### src/rtl/multi_rate_periodic_event_scheduler_defines.svh
`ifndef MULTI_RATE_PERIODIC_EVENT_SCHEDULER_DEFINES_SVH
`define MULTI_RATE_PERIODIC_EVENT_SCHEDULER_DEFINES_SVH

// same-cycle implication, checked on the rising clock edge outside reset
`define MRPES_ASSERT_NOW(lbl, ante, cons, msg) \
   lbl: assert property (@(posedge clock) disable iff (reset) (ante) |-> (cons)) else $error(msg);

// next-cycle implication, checked on the rising clock edge outside reset
`define MRPES_ASSERT_NEXT(lbl, ante, cons, msg) \
   lbl: assert property (@(posedge clock) disable iff (reset) (ante) |=> (cons)) else $error(msg);

`endif

### src/rtl/mrpes_pkg.sv
`default_nettype none

package mrpes_pkg;

   localparam logic [1:0] OP_REGISTER = 2'd0;
   localparam logic [1:0] OP_ADVANCE  = 2'd1;
   localparam logic [1:0] OP_LEAVE    = 2'd2;
   localparam logic [1:0] OP_RESTART  = 2'd3;

   localparam logic [1:0] STAT_OK        = 2'd0;
   localparam logic [1:0] STAT_FULL      = 2'd1;
   localparam logic [1:0] STAT_NOT_FOUND = 2'd2;

   localparam logic CSR_PAUSED   = 1'b0;
   localparam logic CSR_IDLE_ADV = 1'b1;

   localparam logic        PAUSED_RESET   = 1'b1;
   localparam logic [31:0] IDLE_ADV_RESET = 32'd1000000;
   localparam logic [29:0] US_PER_MS      = 30'd1000;
   localparam logic [15:0] HANDLE_RESET   = 16'd1;

   typedef enum logic [4:0] {
      ST_IDLE,
      ST_SCAN_INIT,
      ST_SCAN,
      ST_REG_CHECK,
      ST_REG_APPLY,
      ST_LEAVE_CHECK,
      ST_LEAVE_APPLY,
      ST_LEAVE_FIND,
      ST_ADV_CHECK,
      ST_FIRE_TIME,
      ST_RST_INIT,
      ST_RST_PICK,
      ST_RST_MUL,
      ST_DUE_WR,
      ST_INS_SCAN,
      ST_INS_SHIFT,
      ST_DONE
   } ctrl_state_type;

   typedef enum logic [1:0] {
      RA_SCAN,
      RA_QUEUE,
      RA_SEL
   } ra_sel_type;

   typedef struct packed {
      ra_sel_type ra;
      logic       load;
      logic       scan_start;
      logic       scan_run;
      logic       stat_full;
      logic       stat_not_found;
      logic       reg_pick;
      logic       reg_apply;
      logic       leave_pick;
      logic       leave_apply;
      logic       find_step;
      logic       idle_adv;
      logic       fire_sel;
      logic       fire_time;
      logic       rst_init;
      logic       rst_pick;
      logic       mul_period;
      logic       due_wr;
      logic       ins_step;
      logic       ins_shift;
   } dp_cmd_type;

   typedef struct packed {
      logic scan_done;
      logic reg_ok;
      logic slot_hit;
      logic leave_ok;
      logic last_member;
      logic find_done;
      logic paused;
      logic q_empty;
      logic best_found;
      logic ins_stop;
   } dp_stat_type;

   function automatic logic [31:0] sat_add32(input logic [31:0] a, input logic [31:0] b);
      logic [32:0] s;
      s = {1'b0, a} + {1'b0, b};
      return s[32] ? 32'hFFFF_FFFF : s[31:0];
   endfunction

endpackage

`default_nettype wire

### src/rtl/mrpes_ctrl.sv
`default_nettype none

module mrpes_ctrl import mrpes_pkg::*; (
   input  wire logic        clock,
   input  wire logic        reset,
   input  wire logic        start,
   input  wire logic [1:0]  req_operation,
   input  wire dp_stat_type stat,
   output logic             busy,
   output logic             rsp_valid,
   output dp_cmd_type       cmd
);

   ctrl_state_type state_ff, state_in;
   logic [1:0]     op_ff, op_in;

   always_ff @(posedge clock) begin
      if (reset) begin
         state_ff <= ST_IDLE;
         op_ff    <= OP_REGISTER;
      end else begin
         state_ff <= state_in;
         op_ff    <= op_in;
      end
   end

   always_comb begin
      state_in  = state_ff;
      op_in     = op_ff;
      cmd       = '0;
      cmd.ra    = RA_SCAN;
      busy      = 1'b1;
      rsp_valid = 1'b0;
      case (state_ff)
         ST_IDLE: begin
            busy = 1'b0;
            if (start) begin
               cmd.load = 1'b1;
               op_in    = req_operation;
               case (req_operation)
                  OP_ADVANCE: state_in = ST_ADV_CHECK;
                  OP_RESTART: state_in = ST_RST_INIT;
                  default:    state_in = ST_SCAN_INIT;
               endcase
            end
         end
         ST_SCAN_INIT: begin
            cmd.scan_start = 1'b1;
            state_in       = ST_SCAN;
         end
         ST_SCAN: begin
            cmd.scan_run = 1'b1;
            if (stat.scan_done) begin
               case (op_ff)
                  OP_REGISTER: state_in = ST_REG_CHECK;
                  OP_LEAVE:    state_in = ST_LEAVE_CHECK;
                  default:     state_in = ST_RST_PICK;
               endcase
            end
         end
         ST_REG_CHECK: begin
            if (!stat.reg_ok) begin
               cmd.stat_full = 1'b1;
               state_in      = ST_DONE;
            end else begin
               cmd.reg_pick = 1'b1;
               state_in     = ST_REG_APPLY;
            end
         end
         ST_REG_APPLY: begin
            cmd.ra        = RA_SEL;
            cmd.reg_apply = 1'b1;
            state_in      = stat.slot_hit ? ST_DONE : ST_DUE_WR;
         end
         ST_LEAVE_CHECK: begin
            if (!stat.leave_ok) begin
               cmd.stat_not_found = 1'b1;
               state_in           = ST_DONE;
            end else begin
               cmd.leave_pick = 1'b1;
               state_in       = ST_LEAVE_APPLY;
            end
         end
         ST_LEAVE_APPLY: begin
            cmd.ra          = RA_SEL;
            cmd.leave_apply = 1'b1;
            state_in        = stat.last_member ? ST_LEAVE_FIND : ST_DONE;
         end
         ST_LEAVE_FIND: begin
            cmd.find_step = 1'b1;
            if (stat.find_done) state_in = ST_DONE;
         end
         ST_ADV_CHECK: begin
            if (stat.paused) begin
               state_in = ST_DONE;
            end else if (stat.q_empty) begin
               cmd.idle_adv = 1'b1;
               state_in     = ST_DONE;
            end else begin
               cmd.fire_sel = 1'b1;
               state_in     = ST_FIRE_TIME;
            end
         end
         ST_FIRE_TIME: begin
            cmd.ra         = RA_SEL;
            cmd.fire_time  = 1'b1;
            cmd.mul_period = 1'b1;
            state_in       = ST_DUE_WR;
         end
         ST_RST_INIT: begin
            cmd.rst_init = 1'b1;
            state_in     = ST_SCAN_INIT;
         end
         ST_RST_PICK: begin
            if (!stat.best_found) begin
               state_in = ST_DONE;
            end else begin
               cmd.rst_pick = 1'b1;
               state_in     = ST_RST_MUL;
            end
         end
         ST_RST_MUL: begin
            cmd.ra         = RA_SEL;
            cmd.mul_period = 1'b1;
            state_in       = ST_DUE_WR;
         end
         ST_DUE_WR: begin
            cmd.due_wr = 1'b1;
            state_in   = ST_INS_SCAN;
         end
         ST_INS_SCAN: begin
            cmd.ra       = RA_QUEUE;
            cmd.ins_step = 1'b1;
            if (stat.ins_stop) state_in = ST_INS_SHIFT;
         end
         ST_INS_SHIFT: begin
            cmd.ins_shift = 1'b1;
            state_in      = (op_ff == OP_RESTART) ? ST_SCAN_INIT : ST_DONE;
         end
         ST_DONE: begin
            rsp_valid = 1'b1;
            state_in  = ST_IDLE;
         end
         default: state_in = ST_IDLE;
      endcase
   end

endmodule

`default_nettype wire

### config.mk
export PLATFORM = sky130hd
export DESIGN_NAME = mrpes_ctrl
export DESIGN_NICKNAME = d
export VERILOG_FILES = /design/src/rtl/multi_rate_periodic_event_scheduler_defines.svh /design/src/rtl/mrpes_pkg.sv /design/src/rtl/mrpes_ctrl.sv
export SDC_FILE = /design/constraint.sdc
export NUM_CORES = 1
export LEC_CHECK = 0
export BUFFER_PORTS_ARGS = -buffer_cell sky130_fd_sc_hd__buf_2
export CORE_MARGIN = 8
export CORE_UTILIZATION = 48
export DETAILED_ROUTE_END_ITERATION = 7
export MAX_ROUTING_LAYER = met4
export PLACE_DENSITY = 0.9
export SYNTH_ARGS = -nofsm -noshare
export SYNTH_HDL_FRONTEND = slang
export SYNTH_SLANG_ARGS = --single-unit
export TNS_END_PERCENT = 20
### constraint.sdc
create_clock -name clock -period 1.85 [get_ports clock]
set_input_delay 0.185 -clock clock [delete_from_list [all_inputs] [get_ports clock]]
set_output_delay 0.185 -clock clock [all_outputs]
set_load 0.01 [all_outputs]
# Yosys cells after proc, flatten, opt, wreduce, memory -nomap -nowiden

Index checks and enable logic that the tools add are counted.

Equal/unequal tests: 24
Muxes and demuxes: 45
Reductions and logical operators: 6

Operators with widths:

| cell               | number |
|---|---|
| $pmux 5 s15        | 1 |
| $mux 5             | 12 |
| $eq 5x4->1 const B | 8 |
| $mux 1             | 27 |
| $eq 5x3->1 const B | 4 |
| $pmux 4 s2         | 2 |
| $eq 5x2->1 const B | 2 |
| $ne 2x2->1 const B | 4 |
| $eq 2x2->1 const B | 3 |
| $eq 5x1->1 const B | 1 |
| $eq 5x5->1 const B | 1 |
| $logic_not 5->1    | 1 |
| $mux 2             | 2 |
| $pmux 2 s2         | 1 |
| $reduce_and 4->1   | 1 |
| $reduce_or 4->1    | 1 |
| $eq 2x1->1 const B | 1 |
| $logic_not 2->1    | 1 |
| $reduce_and 2->1   | 1 |
| $reduce_or 2->1    | 1 |

Bits in registers: 7
Bits of input ports: 15
Output and inout bits: 23
Logic and storage cells: 77

# Depth between registers and ports, before layout

Gate-level depths: netlist of run 1.

Depth in word-level cells: 4
Mapped depth: 6

# Least setup slack after synthesis of run 1

OpenSTA, ideal clock, no wires.

Path kind: reg2out
Start point: register state_ff[3]
End point: output cmd[8] (netlist bit)
Data arrival time: 1257 ps
Required time: 1665 ps
Path slack: 408 ps
Cell stages (with the launch flop): 6
Path buffers: 3
Cells stage by stage: dfxtp_1 -> buf_4 -> buf_6 -> clkbuf_1 -> nand3_1 -> nor3b_1

RTL lines:

| element                | RTL line         | source |
|---|---|---|
| from (decl)            | mrpes_ctrl.sv:14 | `ctrl_state_type state_ff, state_in;` |
| from (signal assigned) | mrpes_ctrl.sv:22 | `state_ff <= state_in;` |
| to (decl)              | mrpes_ctrl.sv:11 | `output dp_cmd_type cmd` |

==> flow_summary.yaml, run 1 <==
cts:
  ctsHoldBuffers: 0
  cts_setup_buffers: 0
  clock-sinks: 7
  cts_tree: "built"
  h-tree-depth: 1
  root_buffer: "clkbuf_4"
  clk_latency_ps: 250
  cts.clk_slew.worst_paths_ps: 60
  cts-buffers-inserted: 3
  clockBufferDepth: 2
logic_synthesis:
  synth.area.mux_share_pct: 5.405
  yosysWarnings: 0
  synth_area_um2: 925.9
  yosys.area_share.xor_xnor_pct: 0.9459
  yosysUniqueCellTypes: 45
  seq_area_frac_synth_pct: 15.14
  synth_edf_count: 0
  yosys_register_bits: 7
  syn-num-nets: 143
  synth-compound-area-share_pct: 18.24
  synth_cells: 128
  synthArstFlopShare_pct: 0
  synth_top_family_by_area: "simple AND/OR/NAND/NOR gates"
  synth_adder_area_share_pct: 0
  synth_ff_type: "dfxtp_1"
  synth-simple-area-share_pct: 50.81
  syn_area_per_cell_um2: 7.234
timing:
  fmax_mhz: 556.4
  tightest_slew_ps: 455.7
  tns_ps: 0
  post-route-period-util_pct: 97.15
  rsz0062_at_grt: "yes"
  finClkSkew_ps: 12.12
  setup_viol: 0
  finalMaxSlewViolations: 0
  fin_ws_ps: 52.79
  timing_hold_violations_final: 0
  min_period_ps: 1797
  slew_headroom_pct: 68.83
  hold_ws_ps: 194.4
layout:
  stdcell_area_um2: 1184
  utilization_pct: 62.90
  fin_cells: 195
  syn2layout_area_growth_pct: 27.84
  drive_above_1_share_pct: 35.71
  finalNetCount: 184
  antenna_cells: 0
  fill_cells: 181
run:
  cap_violations: 0
global_route:
  grt_antenna_before_repair: 0
  grt_max_degree: 17
  grt_pass1_vias: 1047
  overflow: 0
  grtUsageTotal_pct: 16.72
  grt_pass1_wl_um: 4609
floorplanning:
  dieArea_um2: 3590
  core_region_area_um2: 1882
  fp.dieW_um: 59.92
  initial_core_util_pct: 49.20
  io_pins: 38
  rows: 16
  fp.dieH_um: 59.92
setup_path:
  cp_max_fo: 16
  crit_chain: "nand2b_1 > or4_1 > inv_1 > buf_2"
  critPathSlowestCell: "dfxtp_2"
  worstPathRequired_ps: 1660
  cp_num_buf_inv: 2
  worstSetupPathType: "reg2out"
  r2r_slack_ps: 100
  worstPathArrival_ps: 1610
  cpPeakStageDelay_ps: 520
  critPathTopFamily: "simple AND/OR/NAND/NOR gates"
  worstSetupEndpointType: "output port"
  cp-start-kind: "flop"
hold_path:
  hp-class: "in2reg"
routing:
  first_pass_iters: 4
  ant_nets: 0
  drt-wirelength-per-cell_um: 15.27
  drt_iter0_drc: 58
  totalWireLength_um: 2977
  drt-vias-per-instance: 5.903
  vias: 1151
  drc: 0
placed_design:
  port_buffers: 37
  dpl.cell_count: 191
  gp_congestion: 0.9819
  dpl_cell_area_um2: 1144
  post-place-ws_ps: 103.6
  place_hpwl_um: 2420
power:
  peakVddDrop_uv: 704.1
  leakage_nw: 0.5772
  pwr_density_cell_nw_per_um2: 1190
  total_power_mw: 1.408
outcome:
  status: "finished clean"
-- flip-flops by register name, indices dropped and copies added, names as in the netlist --
signal	cells
state_ff	5
op_ff	2
-- cells in the final DEF (no fill, tap or decap), types with 4 or more instances in the layout --
cell	instances
and3_1	6
nor2b_1	5
o21ai_0	4
nor4_1	4
buf_2	37
nor2_1	12
buf_4	10
nand2b_1	7
nand2_1	7
dfxtp_1	4
a21oi_1	7
mux2i_1	5
nor3_1	12
-- Yosys cell counts, types with 3 or more instances --
| cell type | number | area (um2) |
|---|---|---|
| nor2_1 | 13 | 48.80 |
| mux2i_1 | 5 | 50.05 |
| nand2b_1 | 7 | 43.79 |
| buf_2 | 4 | 20.02 |
| nand3b_1 | 3 | 22.52 |
| a31oi_1 | 3 | 18.77 |
| nor2b_1 | 5 | 31.28 |
| o21ai_0 | 4 | 20.02 |
| nand3_1 | 3 | 15.01 |
| inv_1 | 3 | 11.26 |
| dfxtp_1 | 7 | 140.1 |
| a21oi_1 | 7 | 35.03 |
| and3_1 | 6 | 37.54 |
| nor3_1 | 12 | 60.06 |
| buf_6 | 3 | 33.78 |
| nand2_1 | 7 | 26.28 |
| nor4_1 | 4 | 25.02 |
| o31ai_1 | 3 | 22.52 |
-- logic make-up after synthesis --
group                  Yosys count
AO/OA/AOI/OAI                   25
XOR/XNOR                         1
buffers and inverters           14
flip-flops                       7
multiplexers                     5
AND/OR/NAND/NOR                 76
-- worst paths after layout --
| check | startpoint | endpoint | cells after the start |
|---|---|---|---|
| worst max-delay path | state_ff[2] | cmd[14] | 4 |
| worst min-delay path | reset | state_ff[2] | 2 |
| worst max register to register | state_ff[2] | state_ff[0] | 6 |
| worst min register to register | op_ff[1] | op_ff[1] | 2 |
-- report_power, final --
group	switching, mW	leakage, nW	total (mW)	internal [mW]
Clock	0.0562	0.0150	0.139	0.0823
Sequential	0.126	0.0588	0.331	0.205
Combinational	0.514	0.503	0.939	0.424
-- per-layer routing --
metal | track usage, % | vias to the layer above | wire [um]
met5 | - | - | 0
met2 | 28.15 | 75 | 1387
met4 | 8.163 | 0 | 65
met1 | 17.76 | 508 | 1135
li1 | - | 558 | -
met3 | 4.301 | 10 | 388
-- final cells by class --
type,instances,area [um2],share of cell area (%)
clock buffer,4,26.28,2.220
inverter,3,11.26,0.9514
multi-input combinational,107,705.7,59.62
sequential,7,146.4,12.37
tap,27,33.78,2.854
timing repair buffer,47,260.3,21.99
-- repair_timing --
item | CTS | global route
endpoints found under the hold margin | 0 | 0
resized for setup | 3 | 3
gates cloned | 0 | 0
pin swaps | 0 | 0
setup endpoints to repair | 7 | 13
Note: power is estimated with default switching activity, not from simulation.
==> inputs of run 2 (changes only) <==
RECOVER_POWER = 25   (was not set)
clock period = 1.9 ns   (was 1.85 ns; I/O delays follow)
==> run 2 against run 1 <==
Cell area is 2.0% lower; worst hold slack lost 17 ps; worst setup slack better by 49 ps; non-clock buffer count fell by 1; critical path type unchanged.
==> flow_summary.yaml, run 2 (same netlist as run 1, synthesis figures left out) <==
setup_path:
  cp_common_cell: "buf_4"
  cp_max_fo: 8
  critPathSlowestCell: "dfxtp_1"
  worstPathArrival_ps: 1610
  worstPathRequired_ps: 1710
  r2r_slack_ps: 200
  cpPeakStageDelay_ps: 490
  crit_chain: "buf_4 > nand3_1 > buf_4 > nor3_1 > buf_2"
  worstSetupPathType: "reg2out"
  worstSetupEndpointType: "output port"
  cp-start-kind: "flop"
run:
  cap_violations: 0
routing:
  drt-wirelength-per-cell_um: 16.03
  drt_iter0_drc: 68
  ant_nets: 0
  totalWireLength_um: 3109
  first_pass_iters: 4
  drt-vias-per-instance: 5.778
  drc: 0
  vias: 1121
cts:
  clock-sinks: 7
  cts-buffers-inserted: 3
  cts.clk_slew.worst_paths_ps: 60
  clk_latency_ps: 260
  root_buffer: "clkbuf_4"
  ctsHoldBuffers: 0
  h-tree-depth: 1
  clockBufferDepth: 2
  cts_tree: "built"
floorplanning:
  fp.dieW_um: 59.92
  dieArea_um2: 3590
  io_pins: 38
  fp.dieH_um: 59.92
  core_region_area_um2: 1882
  initial_core_util_pct: 49.20
  rows: 16
hold_path:
  hp-class: "in2reg"
timing:
  finalMaxSlewViolations: 0
  post-route-period-util_pct: 94.66
  finClkSkew_ps: 4.624
  timing_hold_violations_final: 0
  rsz0062_at_grt: "no"
  slew_headroom_pct: 67.84
  hold_ws_ps: 177.6
  fmax_mhz: 556.0
  tns_ps: 0
  min_period_ps: 1799
  setup_viol: 0
  tightest_slew_ps: 478.0
power:
  switching_share_pct: 51.14
  p_sw_uw: 693.3
  clkPwrFrac_pct: 10.8
  peakVddDrop_uv: 571.0
  leakage_nw: 0.5541
  pwr-share-comb_pct: 68.9
  power.internal_uw: 662.5
  pwr-share-seq_pct: 20.2
  total_power_mw: 1.356
  pwr_density_cell_nw_per_um2: 1169
placed_design:
  port_buffers: 37
  place_hpwl_um: 2408
  gp_congestion: 0.9881
global_route:
  grt_antenna_before_repair: 0
  grt_pass1_wl_um: 4961
  grt_pass1_vias: 1045
  grt_max_degree: 16
  overflow: 0
  grtUsageTotal_pct: 18.17
layout:
  layout_commonest_cell: "buf_2"
  finalNetCount: 183
  utilization_pct: 61.64
  drive_above_1_share_pct: 31.74
  syn2layout_area_growth_pct: 25.27
  layout_common_cells: "buf_2 (33), nor3_1 (12), nor2_1 (12)"
  largest-register: "state_ff"
  reg_top3: "state_ff (5), op_ff (2)"
  largest_reg_flops: 5
  fill_cells: 190
  antenna_cells: 0
outcome:
  status: "finished clean"
==> run 2: cell count changes in the layout (fill, tap and decap cells not counted) <==
cell      before  now
dfxtp_2        2    1
buf_4         10    9
dfxtp_4        1    0
buf_2         37   33
dfxtp_1        4    6
nor3b_4        1    0
clkbuf_1       1    5
nor3b_2        0    1
==> run 2: cell type report <==
class                   instances  area (um2)  area share, %
clock buffers                   4       26.28          2.265
well taps                      27       33.78          2.913
flip-flops and latches          7       141.4          12.19
multi-input cells             107       699.4          60.30
inverters                       3       11.26         0.9709
repair buffers                 46       247.7          21.36
==> run 2: through the flow <==
stage,instances,area (um2),setup WS (ps)
floorplan,128,925.9,453.5
global placement,190,1136,329.4
detailed placement,190,1136,244.6
CTS,194,1165,42.42
global route,194,1160,7.532
finish,194,1160,101.5
==> run 2: timing repair <==
item                                    4_1_cts  5_1_grt
gates resized for setup                       1        2
buffers inserted                              0        0
endpoints found under the setup margin        2        3
==> run 2: path summary, 6_finish.rpt <==
path / cells past startpoint / start / end
max: 5 / state_ff[3] / cmd[1]
min: 3 / req_operation[1] / op_ff[1]
max reg2reg: 6 / state_ff[2] / state_ff[0]
min reg2reg: 2 / op_ff[1] / op_ff[1]
==> run 2: per-layer routing <==
layer	share of wire [%]	track usage (%)	wire, um	vias to the layer above
met5	0	-	0	-
met4	1.8	6.803	55	0
met3	11	3.656	332	9
met2	47	31.08	1465	63
met1	40	20.24	1256	497
li1	-	-	-	552
==> run 2: power groups by stage <==
stage	combinational (mW)	sequential, mW	clock [mW]
after detailed placement	0.924	0.273	0
after CTS	0.939	0.271	0.148
after global routing	1.02	0.283	0.154
after floorplan	0.756	0.226	0
after global placement	0.900	0.271	0
final	0.934	0.274	0.147
==> run 2: worst max-delay path, delay by kind of cell (launching register included) <==
kind | cells | cell delay (ps)
and+or+nand+nor | 2 | 270
buffers and inverters | 3 | 570
DFF | 1 | 490
